`src/prqs_pkg.sv`:
```
// shared types and constants of the priority ready-queue scheduler
`timescale 1ns / 1ps

package prqs_pkg;

    localparam int FUNC_W = 2;

    typedef enum logic [FUNC_W-1:0] {
        FUNC_MAKE_READY = 2'd0,
        FUNC_YIELD      = 2'd1,
        FUNC_BLOCK      = 2'd2,
        FUNC_SLICE      = 2'd3
    } func_t;

endpackage

```
`src/priority_ready_queue_scheduler_core.sv`:
```
// Hardware thread scheduler with one FIFO ready queue per priority level and a
// nonempty-level mask. It takes one command per cycle while its result register
// is not held back by a low m_tready, and offers one result per command: a skid
// register holds the command and the whole queue update (priority encode, head
// pop, tail push and requeue of the old current thread) is done in one pass from
// that register into the result register, so the rate of one command per cycle
// is set by that single update of the small head, tail and link tables. The tables
// need no clearing after reset; the block accepts commands right out of reset.
`timescale 1ns / 1ps

module priority_ready_queue_scheduler_core
    import prqs_pkg::*;
#(
    parameter int NUM_PRIORITIES = 8,
    parameter int NUM_THREADS    = 16
) (
    input  logic                                       aclk,
    input  logic                                       aresetn,
    input  logic                                       s_tvalid,
    output logic                                       s_tready,
    // func, thread_id, priority_req
    input  logic [((FUNC_W + $clog2(NUM_THREADS) + $clog2(NUM_PRIORITIES) + 7) / 8) * 8 - 1:0]
                                                       s_tdata,
    output logic                                       m_tvalid,
    input  logic                                       m_tready,
    // switched, prev_thread, next_thread, idle, force_resched, any_ready
    output logic [((2 * $clog2(NUM_THREADS) + 4 + 7) / 8) * 8 - 1:0]
                                                       m_tdata
);

    localparam int TW      = $clog2(NUM_THREADS);
    localparam int PW      = $clog2(NUM_PRIORITIES);
    localparam int IN_W    = ((FUNC_W + TW + PW + 7) / 8) * 8;
    localparam int OUT_BITS = 2 * TW + 4;
    localparam int OUT_W   = ((OUT_BITS + 7) / 8) * 8;
    localparam logic [PW-1:0] PRIO_MAX = PW'(NUM_PRIORITIES - 1);

    // skid register
    logic              in_valid_reg;
    func_t             in_func_reg;
    logic [TW-1:0]     in_tid_reg;
    logic [PW-1:0]     in_prio_reg;

    // result register
    logic              m_tvalid_reg;
    logic [OUT_W-1:0]  m_tdata_reg, m_tdata_next;

    // scheduler state
    logic [NUM_PRIORITIES-1:0] mask_reg, mask_next;
    logic [NUM_THREADS-1:0]    ready_reg, ready_next;
    logic [TW-1:0]             cur_reg, cur_next;
    logic [PW-1:0]             cur_prio_reg, cur_prio_next;
    logic                      running_reg, running_next;

    logic [TW-1:0] head_mem [NUM_PRIORITIES];
    logic [TW-1:0] tail_mem [NUM_PRIORITIES];
    logic [TW-1:0] link_mem [NUM_THREADS];
    logic [PW-1:0] prio_mem [NUM_THREADS];

    logic          advance;

    // update controls
    logic [PW-1:0] top_p;
    logic          any_ready;
    logic          force_bit;
    logic          pop_we;
    logic [TW-1:0] pop_t;
    logic          pop_last;
    logic          push_en;
    logic [TW-1:0] push_t;
    logic [PW-1:0] push_p;
    logic          push_to_empty;
    logic          prio_we;
    logic [PW-1:0] prio_sat;

    assign advance  = in_valid_reg && (!m_tvalid_reg || m_tready);
    assign s_tready = !in_valid_reg || advance;
    assign m_tvalid = m_tvalid_reg;
    assign m_tdata  = m_tdata_reg;

    // highest nonempty level
    always_comb begin
        top_p = '0;
        for (int p = 0; p < NUM_PRIORITIES; p++) begin
            if (mask_reg[p]) begin
                top_p = PW'(p);
            end
        end
    end

    assign any_ready = |mask_reg;
    assign prio_sat  = (in_prio_reg > PRIO_MAX) ? PRIO_MAX : in_prio_reg;
    assign pop_t     = head_mem[top_p];
    assign pop_last  = (pop_t == tail_mem[top_p]);

    always_comb begin
        logic [NUM_PRIORITIES-1:0] mask_base;
        logic                      do_block;
        logic                      tid_ok;

        mask_next     = mask_reg;
        ready_next    = ready_reg;
        cur_next      = cur_reg;
        cur_prio_next = cur_prio_reg;
        running_next  = running_reg;
        force_bit     = 1'b0;
        pop_we        = 1'b0;
        push_en       = 1'b0;
        push_t        = in_tid_reg;
        push_p        = prio_sat;
        prio_we       = 1'b0;
        mask_base     = mask_reg;
        do_block      = 1'b0;
        tid_ok        = ({1'b0, in_tid_reg} < (TW + 1)'(NUM_THREADS));

        unique case (in_func_reg)
            FUNC_MAKE_READY: begin
                if (tid_ok && !ready_reg[in_tid_reg]) begin
                    prio_we = 1'b1;
                    push_en = 1'b1;
                    if (in_tid_reg == cur_reg) begin
                        cur_prio_next = prio_sat;
                    end
                end
            end
            FUNC_YIELD, FUNC_BLOCK: begin
                do_block = (in_func_reg == FUNC_BLOCK) || !running_reg;
                if (do_block) begin
                    ready_next[cur_reg] = 1'b0;
                    if (!any_ready) begin
                        running_next = 1'b0;
                    end
                end
                if (any_ready) begin
                    pop_we = !pop_last;
                    if (pop_last) begin
                        mask_base[top_p] = 1'b0;
                    end
                    if (pop_t != cur_reg) begin
                        // old current goes back to its queue only if still running
                        if (!do_block && running_reg && ready_reg[cur_reg]) begin
                            push_en = 1'b1;
                            push_t  = cur_reg;
                            push_p  = cur_prio_reg;
                        end
                        cur_next      = pop_t;
                        cur_prio_next = prio_mem[pop_t];
                    end
                    running_next = 1'b1;
                end
            end
            FUNC_SLICE: begin
                force_bit = any_ready && (cur_prio_reg <= top_p);
            end
            default: begin
            end
        endcase

        push_to_empty = !mask_base[push_p];
        mask_next     = mask_base;
        if (push_en) begin
            ready_next[push_t] = 1'b1;
            mask_next[push_p]  = 1'b1;
        end
    end

    // result item
    always_comb begin
        m_tdata_next                = '0;
        m_tdata_next[0]             = (cur_next != cur_reg);
        m_tdata_next[1 +: TW]       = cur_reg;
        m_tdata_next[TW + 1 +: TW]  = cur_next;
        m_tdata_next[2 * TW + 1]    = !running_next;
        m_tdata_next[2 * TW + 2]    = force_bit;
        m_tdata_next[2 * TW + 3]    = |mask_next;
    end

    always_ff @(posedge aclk) begin
        if (!aresetn) begin
            in_valid_reg <= 1'b0;
            m_tvalid_reg <= 1'b0;
            mask_reg     <= '0;
            ready_reg    <= NUM_THREADS'(1);
            cur_reg      <= '0;
            cur_prio_reg <= '0;
            running_reg  <= 1'b1;
        end else begin
            if (s_tready) begin
                in_valid_reg <= s_tvalid;
            end
            if (advance) begin
                m_tvalid_reg <= 1'b1;
                mask_reg     <= mask_next;
                ready_reg    <= ready_next;
                cur_reg      <= cur_next;
                cur_prio_reg <= cur_prio_next;
                running_reg  <= running_next;
            end else if (m_tready) begin
                m_tvalid_reg <= 1'b0;
            end
        end
    end

    // payload registers
    always_ff @(posedge aclk) begin
        if (s_tready && s_tvalid) begin
            in_func_reg <= func_t'(s_tdata[FUNC_W-1:0]);
            in_tid_reg  <= s_tdata[FUNC_W +: TW];
            in_prio_reg <= s_tdata[FUNC_W + TW +: PW];
        end
        if (advance) begin
            m_tdata_reg <= m_tdata_next;
        end
    end

    // queue tables
    always_ff @(posedge aclk) begin
        if (advance) begin
            if (pop_we) begin
                head_mem[top_p] <= link_mem[pop_t];
            end
            if (push_en) begin
                if (push_to_empty) begin
                    head_mem[push_p] <= push_t;
                end else begin
                    link_mem[tail_mem[push_p]] <= push_t;
                end
                tail_mem[push_p] <= push_t;
            end
        end
    end

    // thread priorities, the main thread starts at the lowest level
    always_ff @(posedge aclk) begin
        if (!aresetn) begin
            prio_mem[0] <= '0;
        end else if (advance && prio_we) begin
            prio_mem[in_tid_reg] <= prio_sat;
        end
    end

    a_out_hold: assert property (@(posedge aclk) disable iff (!aresetn)
        (m_tvalid_reg && !m_tready) |=> (m_tvalid_reg && $stable(m_tdata_reg)))
        else $error("waiting result item changed or dropped");

    a_in_hold: assert property (@(posedge aclk) disable iff (!aresetn)
        (in_valid_reg && !advance) |=> in_valid_reg)
        else $error("held input item dropped");

    a_switch_runs: assert property (@(posedge aclk) disable iff (!aresetn)
        (m_tvalid_reg && m_tdata_reg[0]) |-> !m_tdata_reg[2 * TW + 1])
        else $error("switch reported while going idle");

    a_pop_needs_ready: assert property (@(posedge aclk) disable iff (!aresetn)
        (advance && pop_we) |-> any_ready)
        else $error("queue pop with no ready level");

    // unused top input bits only pad the item
    logic unused_pad;
    assign unused_pad = ^{s_tdata[IN_W-1:FUNC_W + TW + PW], 1'b0};

endmodule
```
`config.mk`:
```
export PLATFORM = sky130hd
export DESIGN_NAME = priority_ready_queue_scheduler_core
export DESIGN_NICKNAME = d
export VERILOG_FILES = /design/src/prqs_pkg.sv /design/src/priority_ready_queue_scheduler_core.sv
export SDC_FILE = /design/constraint.sdc
export NUM_CORES = 1
export LEC_CHECK = 0
export ABC_AREA = 1
export BUFFER_PORTS_ARGS = -buffer_cell sky130_fd_sc_hd__buf_2
export CELL_PAD_IN_SITES_DETAIL_PLACEMENT = 0
export CELL_PAD_IN_SITES_GLOBAL_PLACEMENT = 2
export CORE_ASPECT_RATIO = 0.9
export CORE_MARGIN = 8
export CORE_UTILIZATION = 35
export CTS_CLUSTER_DIAMETER = 150
export DETAILED_ROUTE_END_ITERATION = 7
export PLACE_DENSITY = 0.72
export RECOVER_POWER = 50
export SLEW_MARGIN = 40
export SYNTH_ARGS = -nofsm -noshare
export SYNTH_HDL_FRONTEND = slang
export SYNTH_SLANG_ARGS = --single-unit
```
`constraint.sdc`:
```
create_clock -name aclk -period 4.1 [get_ports aclk]
set_clock_uncertainty 0.05 [all_clocks]
set_input_delay 0.82 -clock aclk [delete_from_list [all_inputs] [get_ports aclk]]
set_output_delay 0.82 -clock aclk [all_outputs]
set_load 0.02 [all_outputs]
```
==> flow_summary.toml, run 1 <==
[place]
dpl.hpwl_um = 25300
post_dp_cell_area_sq_um = 12800
port_buffers = 26
gp_congestion = 0.832
place_inst = 1781

[timing]
tightest_slew_ns = 1.72
max-slew-margin-rel_pct = -14.6
fin_crit_ns = 3.83
slew_viol_final = 29
finalSetupTns_ns = 0
fmax_mhz = 261
hold_viol_final = 0
setup-violations-final = 0
fin_crit_sh_pct = 93.5

[finish]
area_growth_pct = 18.9
fin_nets = 1419
antenna_cells = 0
nFillCells = 3267
final_area_sq_um = 13700
drive_gt1_share_pct = 14.4
layout.cells.non_filler = 1834
largest_register_ffs = 64

[worst_hold_path]
hold_start = "s_tdata[4]"
hold_path_end = "in_tid_reg[2]$_DFFE_PP_"
hp-class = "primary input to flop"
holdPathStages = 1

[global_routing]
gr-usage-met1_pct = 25.2
antenna_found_initial = 0
grt_usage_pct = 18.0
grt.busiest_layer = "met2"
grt_max_degree = 57
use_met3_pct = 1.98
grt_pass1_vias = 9178
grt_overflow = 0
grt_pass1_wl_um = 54700
grt_use_met2_pct = 29.1

[drt]
avgRoutedWirePerCell_um = 19.5
drt_iter0_drc = 645
finalWirelength_um = 35800
drc_errors = 0
postRouteAntennaNets = 0
vias = 9390
viasPerCell = 5.12
first_pass_iters = 7

[synth]
yosysUniqueCellTypes = 43
synth.top_cell.area_share_pct = 51.2
synth_area_sq_um = 11600
yosysSeqAreaShare_pct = 57.1
synth_edf_count = 197
ys_seq_elements = 231
netlist_instances = 1283
syn_area_per_cell_sq_um = 9.00
synth_warnings = 0
yosys.cell_count.top_type = "nand2_1"
postSynth.asyncResetShare_pct = 0
synth_area_leader_cell = "edfxtp_1"
synth_ff_type = "edfxtp_1"
yosys-top-cells-area = "edfxtp_1 51%, nand2_1 8.8%, nor2_1 6.9%"
synth_common_cells = "271 x nand2_1, 211 x nor2_1, 197 x edfxtp_1"

[clock_tree]
clock_latency_ns = 0.55
path_clk_slew_ns = 0.06
cts_buffer_depth = 3
ctsHoldBuffers = 0
numCtsBuffers = 26
h-tree-depth = 1
cts_root_buf = "clkbuf_16"
cts_sinks = 231
cts_tree = "yes"

[critical_path]
reg2reg_depth = 23
max_stage_delay_ns = 0.45
r2r_slack_ns = 0.27
path_cells = "nor2_4 > nand2_4 > nor2_4 > clkbuf_2 > nand3b_1 > nand2_1 > nor2_2 > nand2_1 > nor2_4 > nand2_1 > nand2_1 > nor2_1 > nand2_1 > nand3_2 > buf_4 > a21oi_4 > nand2_1 > buf_4 > inv_1 > nand2_1 > inv_1 > nand2_4 > o21ai_0"
worst_r2r_endpoint = "head_mem[5][2]$_DFFE_PP_"
arrival_ns = 3.96
cp_common_cell = "nand2_1"
slowest_stage = "dfxtp_1"
cp_max_fo = 9
rr_startpoint = "mask_reg[7]$_SDFFE_PN0P_"
start_kind = "flop"
crit_required_ns = 4.22
critPathCaptureType = "flop"
worstSetupPathType = "flop to flop"

[pwr]
power_density_nw_per_um2 = 473
p_comb_share_pct = 22.3
total_power_uw = 6500
pwr-share-clk_pct = 36.6
pwr-share-seq_pct = 41.1
internal_power_uw = 4520
switching_share_pct = 30.4
vdd.ir_drop.worst_mv = 0.304
switchingPower_uw = 1980
p_leak_uw = 0.00559

[status]
run_status = "finished, violations left"
violations = "capacitance limit, slew limit"

[die]
dieWidth_um = 208
start_util_pct = 35.3
die_area_sq_um = 39100
die_h_um = 188
top_level_ports = 38
rows = 63
core_sq_um = 32700

[job]
cap_violations = 1
-- what timing repair did --
item / in CTS / in global routing
buffers inserted: 0 / 5
resized for setup: 0 / 27
endpoints found under the setup margin: 0 / 122
-- critical path: cells and delay by family, from the launching register on --
| family | cells | cell delay, ns |
|---|---|---|
| buffers and inverters | 5 | 0.81 |
| flip-flops | 1 | 0.45 |
| AND/OR/NAND/NOR | 16 | 1.74 |
| AO/OA/AOI/OAI | 2 | 0.41 |
-- through the flow --
stage               util (%)  setup WS [ns]  hold slack (ns)
global route            42.0        -0.0258            0.392
floorplan                  -          0.737            0.353
finish                  42.0          0.267            0.408
detailed placement      39.1         0.0479            0.418
global placement        39.1         0.0916            0.404
CTS                     41.8         0.0557            0.389
-- cell families after synthesis --
kind of cell               synth area share (%)
adders and majority gates                 0.758
xor gates and xnor gates                  0.152
and+or+nand+nor                            24.7
other                                    0.0325
DFF                                        57.1
AOI/OAI and AO/OA                          11.4
buffers and inverters                      5.91
-- power by group through the flow --
stage	clock [uW]	combinational [uW]	sequential, uW
6_report	2380	1450	2670
4_1_cts	2440	1450	2670
5_1_grt	2510	1610	2670
2_1_floorplan	0	838	2720
3_5_place_dp	0	1440	2720
3_3_place_gp	0	1430	2720
-- area by class of cell --
| class | instances | area, sq um | area share [%] |
|---|---|---|---|
| sequential | 231 | 6600 | 48.0 |
| inverter | 111 | 417 | 3.03 |
| tap | 422 | 528 | 3.84 |
| multi-input combinational | 889 | 4380 | 31.9 |
| timing repair buffer | 133 | 931 | 6.78 |
| clock buffer | 39 | 769 | 5.60 |
| clock inverter | 9 | 109 | 0.793 |
-- metal layers --
| layer | up-vias | share of wire [%] | wire, um |
|---|---|---|---|
| li1 | 4627 | - | - |
| met1 | 4503 | 48 | 17300 |
| met2 | 200 | 45 | 16000 |
| met3 | 60 | 3.8 | 1370 |
| met4 | 0 | 3.0 | 1070 |
| met5 | - | 0 | 0 |
-- placed cells by master, fill, tap and decap left out, drive strengths merged, types with 4 or more instances in the layout --
| cell | count |
|---|---|
| a22oi | 8 |
| o21ai | 130 |
| nor3 | 9 |
| a21oi | 43 |
| conb | 4 |
| clkbuf | 67 |
| nand4 | 20 |
| o311ai | 28 |
| buf | 105 |
| nor2 | 220 |
| nand3 | 102 |
| o211ai | 6 |
| nand2 | 291 |
| edfxtp | 197 |
| inv | 109 |
| nand3b | 7 |
| dfxtp | 34 |
| ha | 7 |
| clkinv | 7 |
-- how the worst max path moves through the flow --
stage,to,start,slack [ns],cells after the start
after floorplan,head_mem[7][0]$_DFFE_PP_,in_func_reg[0]$_DFFE_PP_,0.74,19
after global placement,link_mem[9][0]$_DFFE_PP_,mask_reg[4]$_SDFFE_PN0P_,0.09,21
after detailed placement,link_mem[8][3]$_DFFE_PP_,mask_reg[2]$_SDFFE_PN0P_,0.05,25
after CTS,link_mem[8][3]$_DFFE_PP_,mask_reg[2]$_SDFFE_PN0P_,0.06,25
after global routing,link_mem[1][2]$_DFFE_PP_,mask_reg[2]$_SDFFE_PN0P_,-0.03,24
final,head_mem[5][2]$_DFFE_PP_,mask_reg[7]$_SDFFE_PN0P_,0.27,23
Power figures use the tool's default switching activity.
==> run 2: changes to the inputs <==
--- a/config.mk
+++ b/config.mk
@@ -7,10 +7,10 @@
 export LEC_CHECK = 0
 export ABC_AREA = 1
 export BUFFER_PORTS_ARGS = -buffer_cell sky130_fd_sc_hd__buf_2
+export CAP_MARGIN = 20
 export CELL_PAD_IN_SITES_DETAIL_PLACEMENT = 0
 export CELL_PAD_IN_SITES_GLOBAL_PLACEMENT = 2
 export CORE_ASPECT_RATIO = 0.9
-export CORE_MARGIN = 8
 export CORE_UTILIZATION = 35
 export CTS_CLUSTER_DIAMETER = 150
 export DETAILED_ROUTE_END_ITERATION = 7
==> flow_summary.toml, run 2 (same netlist as run 1, synthesis figures left out) <==
[critical_path]
cp_max_fo = 11
max_stage_delay_ns = 0.37
start_kind = "flop"
rr_startpoint = "mask_reg[6]$_SDFFE_PN0P_"
r2r_slack_ns = 0.27
reg2reg_depth = 19
worst_r2r_endpoint = "head_mem[5][2]$_DFFE_PP_"
critPathCaptureType = "flop"
slowest_stage = "dfxtp_1"
worstSetupPathType = "flop to flop"
arrival_ns = 3.95
path_cells = "nor2_4 > nand2_4 > nor2_4 > inv_1 > nor3_2 > nor2_1 > clkbuf_1 > nand4_1 > nand2_1 > nor2_1 > nand2_2 > nand3_2 > nand2_2 > buf_4 > nor3_1 > nand2_1 > inv_1 > nand2_4 > o21ai_0"
crit_required_ns = 4.22

[place]
place_inst = 1779
place_ws_ns = -0.0491
gp_congestion = 0.794
port_buffers = 26
dpl.hpwl_um = 25500

[timing]
hold_viol_final = 0
finalSetupTns_ns = 0
fin_crit_sh_pct = 93.4
fin_crit_ns = 3.83
slew_viol_final = 29
layout_setup_ws_ns = 0.270
rsz0062_at_grt = "yes"
setup-violations-final = 0
max-slew-margin-rel_pct = -9.78
tightest_slew_ns = 1.65
fmax_mhz = 261

[finish]
final_core_util_pct = 42.8
area_growth_pct = 19.4
antenna_cells = 0
final_common_cell = "nand2_1"
regArea_sq_um = 6600
largest_register_ffs = 64
fin_nets = 1429
multi_input_area_sq_um = 4390
layout_common_cells = "268 x nand2_1, 204 x nor2_1, 197 x edfxtp_1"
layout.cells.non_filler = 1838
nFillCells = 3196
drive_gt1_share_pct = 15.0

[die]
start_util_pct = 35.9
die_h_um = 174
die_area_sq_um = 33700
top_level_ports = 38
rows = 62
dieWidth_um = 194
core_sq_um = 32200

[worst_hold_path]
hold_path_end = "in_tid_reg[0]$_DFFE_PP_"
holdPathStages = 1
hold_start = "s_tdata[2]"
hp-class = "primary input to flop"

[global_routing]
grt_pass1_vias = 9140
grt_overflow = 0
grt_usage_pct = 21.4
grt_pass1_wl_um = 55300
grt_max_degree = 57
antenna_found_initial = 0

[drt]
drc_errors = 0
vias = 9406
postRouteAntennaNets = 0
drt_iter0_drc = 644
viasPerCell = 5.12
first_pass_iters = 4
avgRoutedWirePerCell_um = 19.4
finalWirelength_um = 35700

[clock_tree]
path_clk_slew_ns = 0.06
cts_root_buf = "clkbuf_16"
cts_buffer_depth = 3
cts_sinks = 231
clock_latency_ns = 0.55
numCtsBuffers = 27
cts_tree = "yes"
h-tree-depth = 1
ctsHoldBuffers = 0

[status]
run_status = "finished, violations left"
violations = "capacitance limit, slew limit"

[job]
cap_violations = 1

[pwr]
p_leak_uw = 0.00566
power_density_nw_per_um2 = 477
vdd.ir_drop.worst_mv = 0.314
==> run 2: cell count changes in the layout (fill, tap and decap cells not counted), moves of 4 or more <==
cell / change
nor2_1: +4
buf_4: +15
o21ai_1: +4
clkbuf_1: -4
nor2_2: -4
==> run 2: worst max path at each step <==
| stage | startpoint | to | slack (ns) |
|---|---|---|---|
| floorplan | in_func_reg[0]$_DFFE_PP_ | head_mem[7][0]$_DFFE_PP_ | 0.74 |
| global placement | mask_reg[7]$_SDFFE_PN0P_ | head_mem[6][2]$_DFFE_PP_ | -0.09 |
| detailed placement | mask_reg[7]$_SDFFE_PN0P_ | head_mem[6][2]$_DFFE_PP_ | -0.05 |
| CTS | mask_reg[7]$_SDFFE_PN0P_ | ready_reg[7]$_SDFFE_PN0P_ | -0.04 |
| global route | mask_reg[2]$_SDFFE_PN0P_ | link_mem[5][0]$_DFFE_PP_ | -0.008 |
| finish | mask_reg[6]$_SDFFE_PN0P_ | head_mem[5][2]$_DFFE_PP_ | 0.27 |
==> run 2: timing repair <==
| item | in CTS | in global routing |
|---|---|---|
| buffers inserted | 0 | 10 |
| hold endpoints to repair | 0 | 0 |
| gates resized for setup | 2 | 26 |
| pin swaps | 0 | 6 |
| setup endpoints to repair | 14 | 203 |
==> run 2: final cells by class <==
class	instances	area share [%]
repair buffers	142	7.08
clock inverters	11	0.952
well taps	416	3.77
clock buffers	38	5.56
flip-flops and latches	231	47.8
inverters	111	3.02
multi-input cells	889	31.8
==> run 2: metal layers <==
layer  vias to the layer above  part of all wire [%]  global-route usage (%)
met1                      4523                    49                    30.8
met5                         -                     0                       0
met4                         0                   1.8                    5.00
met3                        40                   3.9                    2.60
li1                       4639                     -                       -
met2                       204                    45                    34.4
==> run 2: per-stage QoR <==
stage | power (uW) | hold slack, ns | cell area [sq um]
2_1_floorplan | 3560 | 0.353 | 11600
3_3_place_gp | 4130 | 0.407 | 12800
3_5_place_dp | 4140 | 0.420 | 12800
4_1_cts | 6600 | 0.383 | 13700
5_1_grt | 6880 | 0.388 | 13800
6_report | 6580 | 0.406 | 13800
==> run 2: worst max-delay path: cells and delay by family (launching register included) <==
family	cells	cell delay (ns)
AOI/OAI and AO/OA	1	0.23
buffers and inverters	4	0.68
DFF	1	0.37
and+or+nand+nor	14	2.15
==> run 2: report_power, final <==
group | internal (uW) | switching (uW)
sequential | 2650 | 21.2
combinational | 457 | 996
clock | 1480 | 977
total | 4590 | 1990
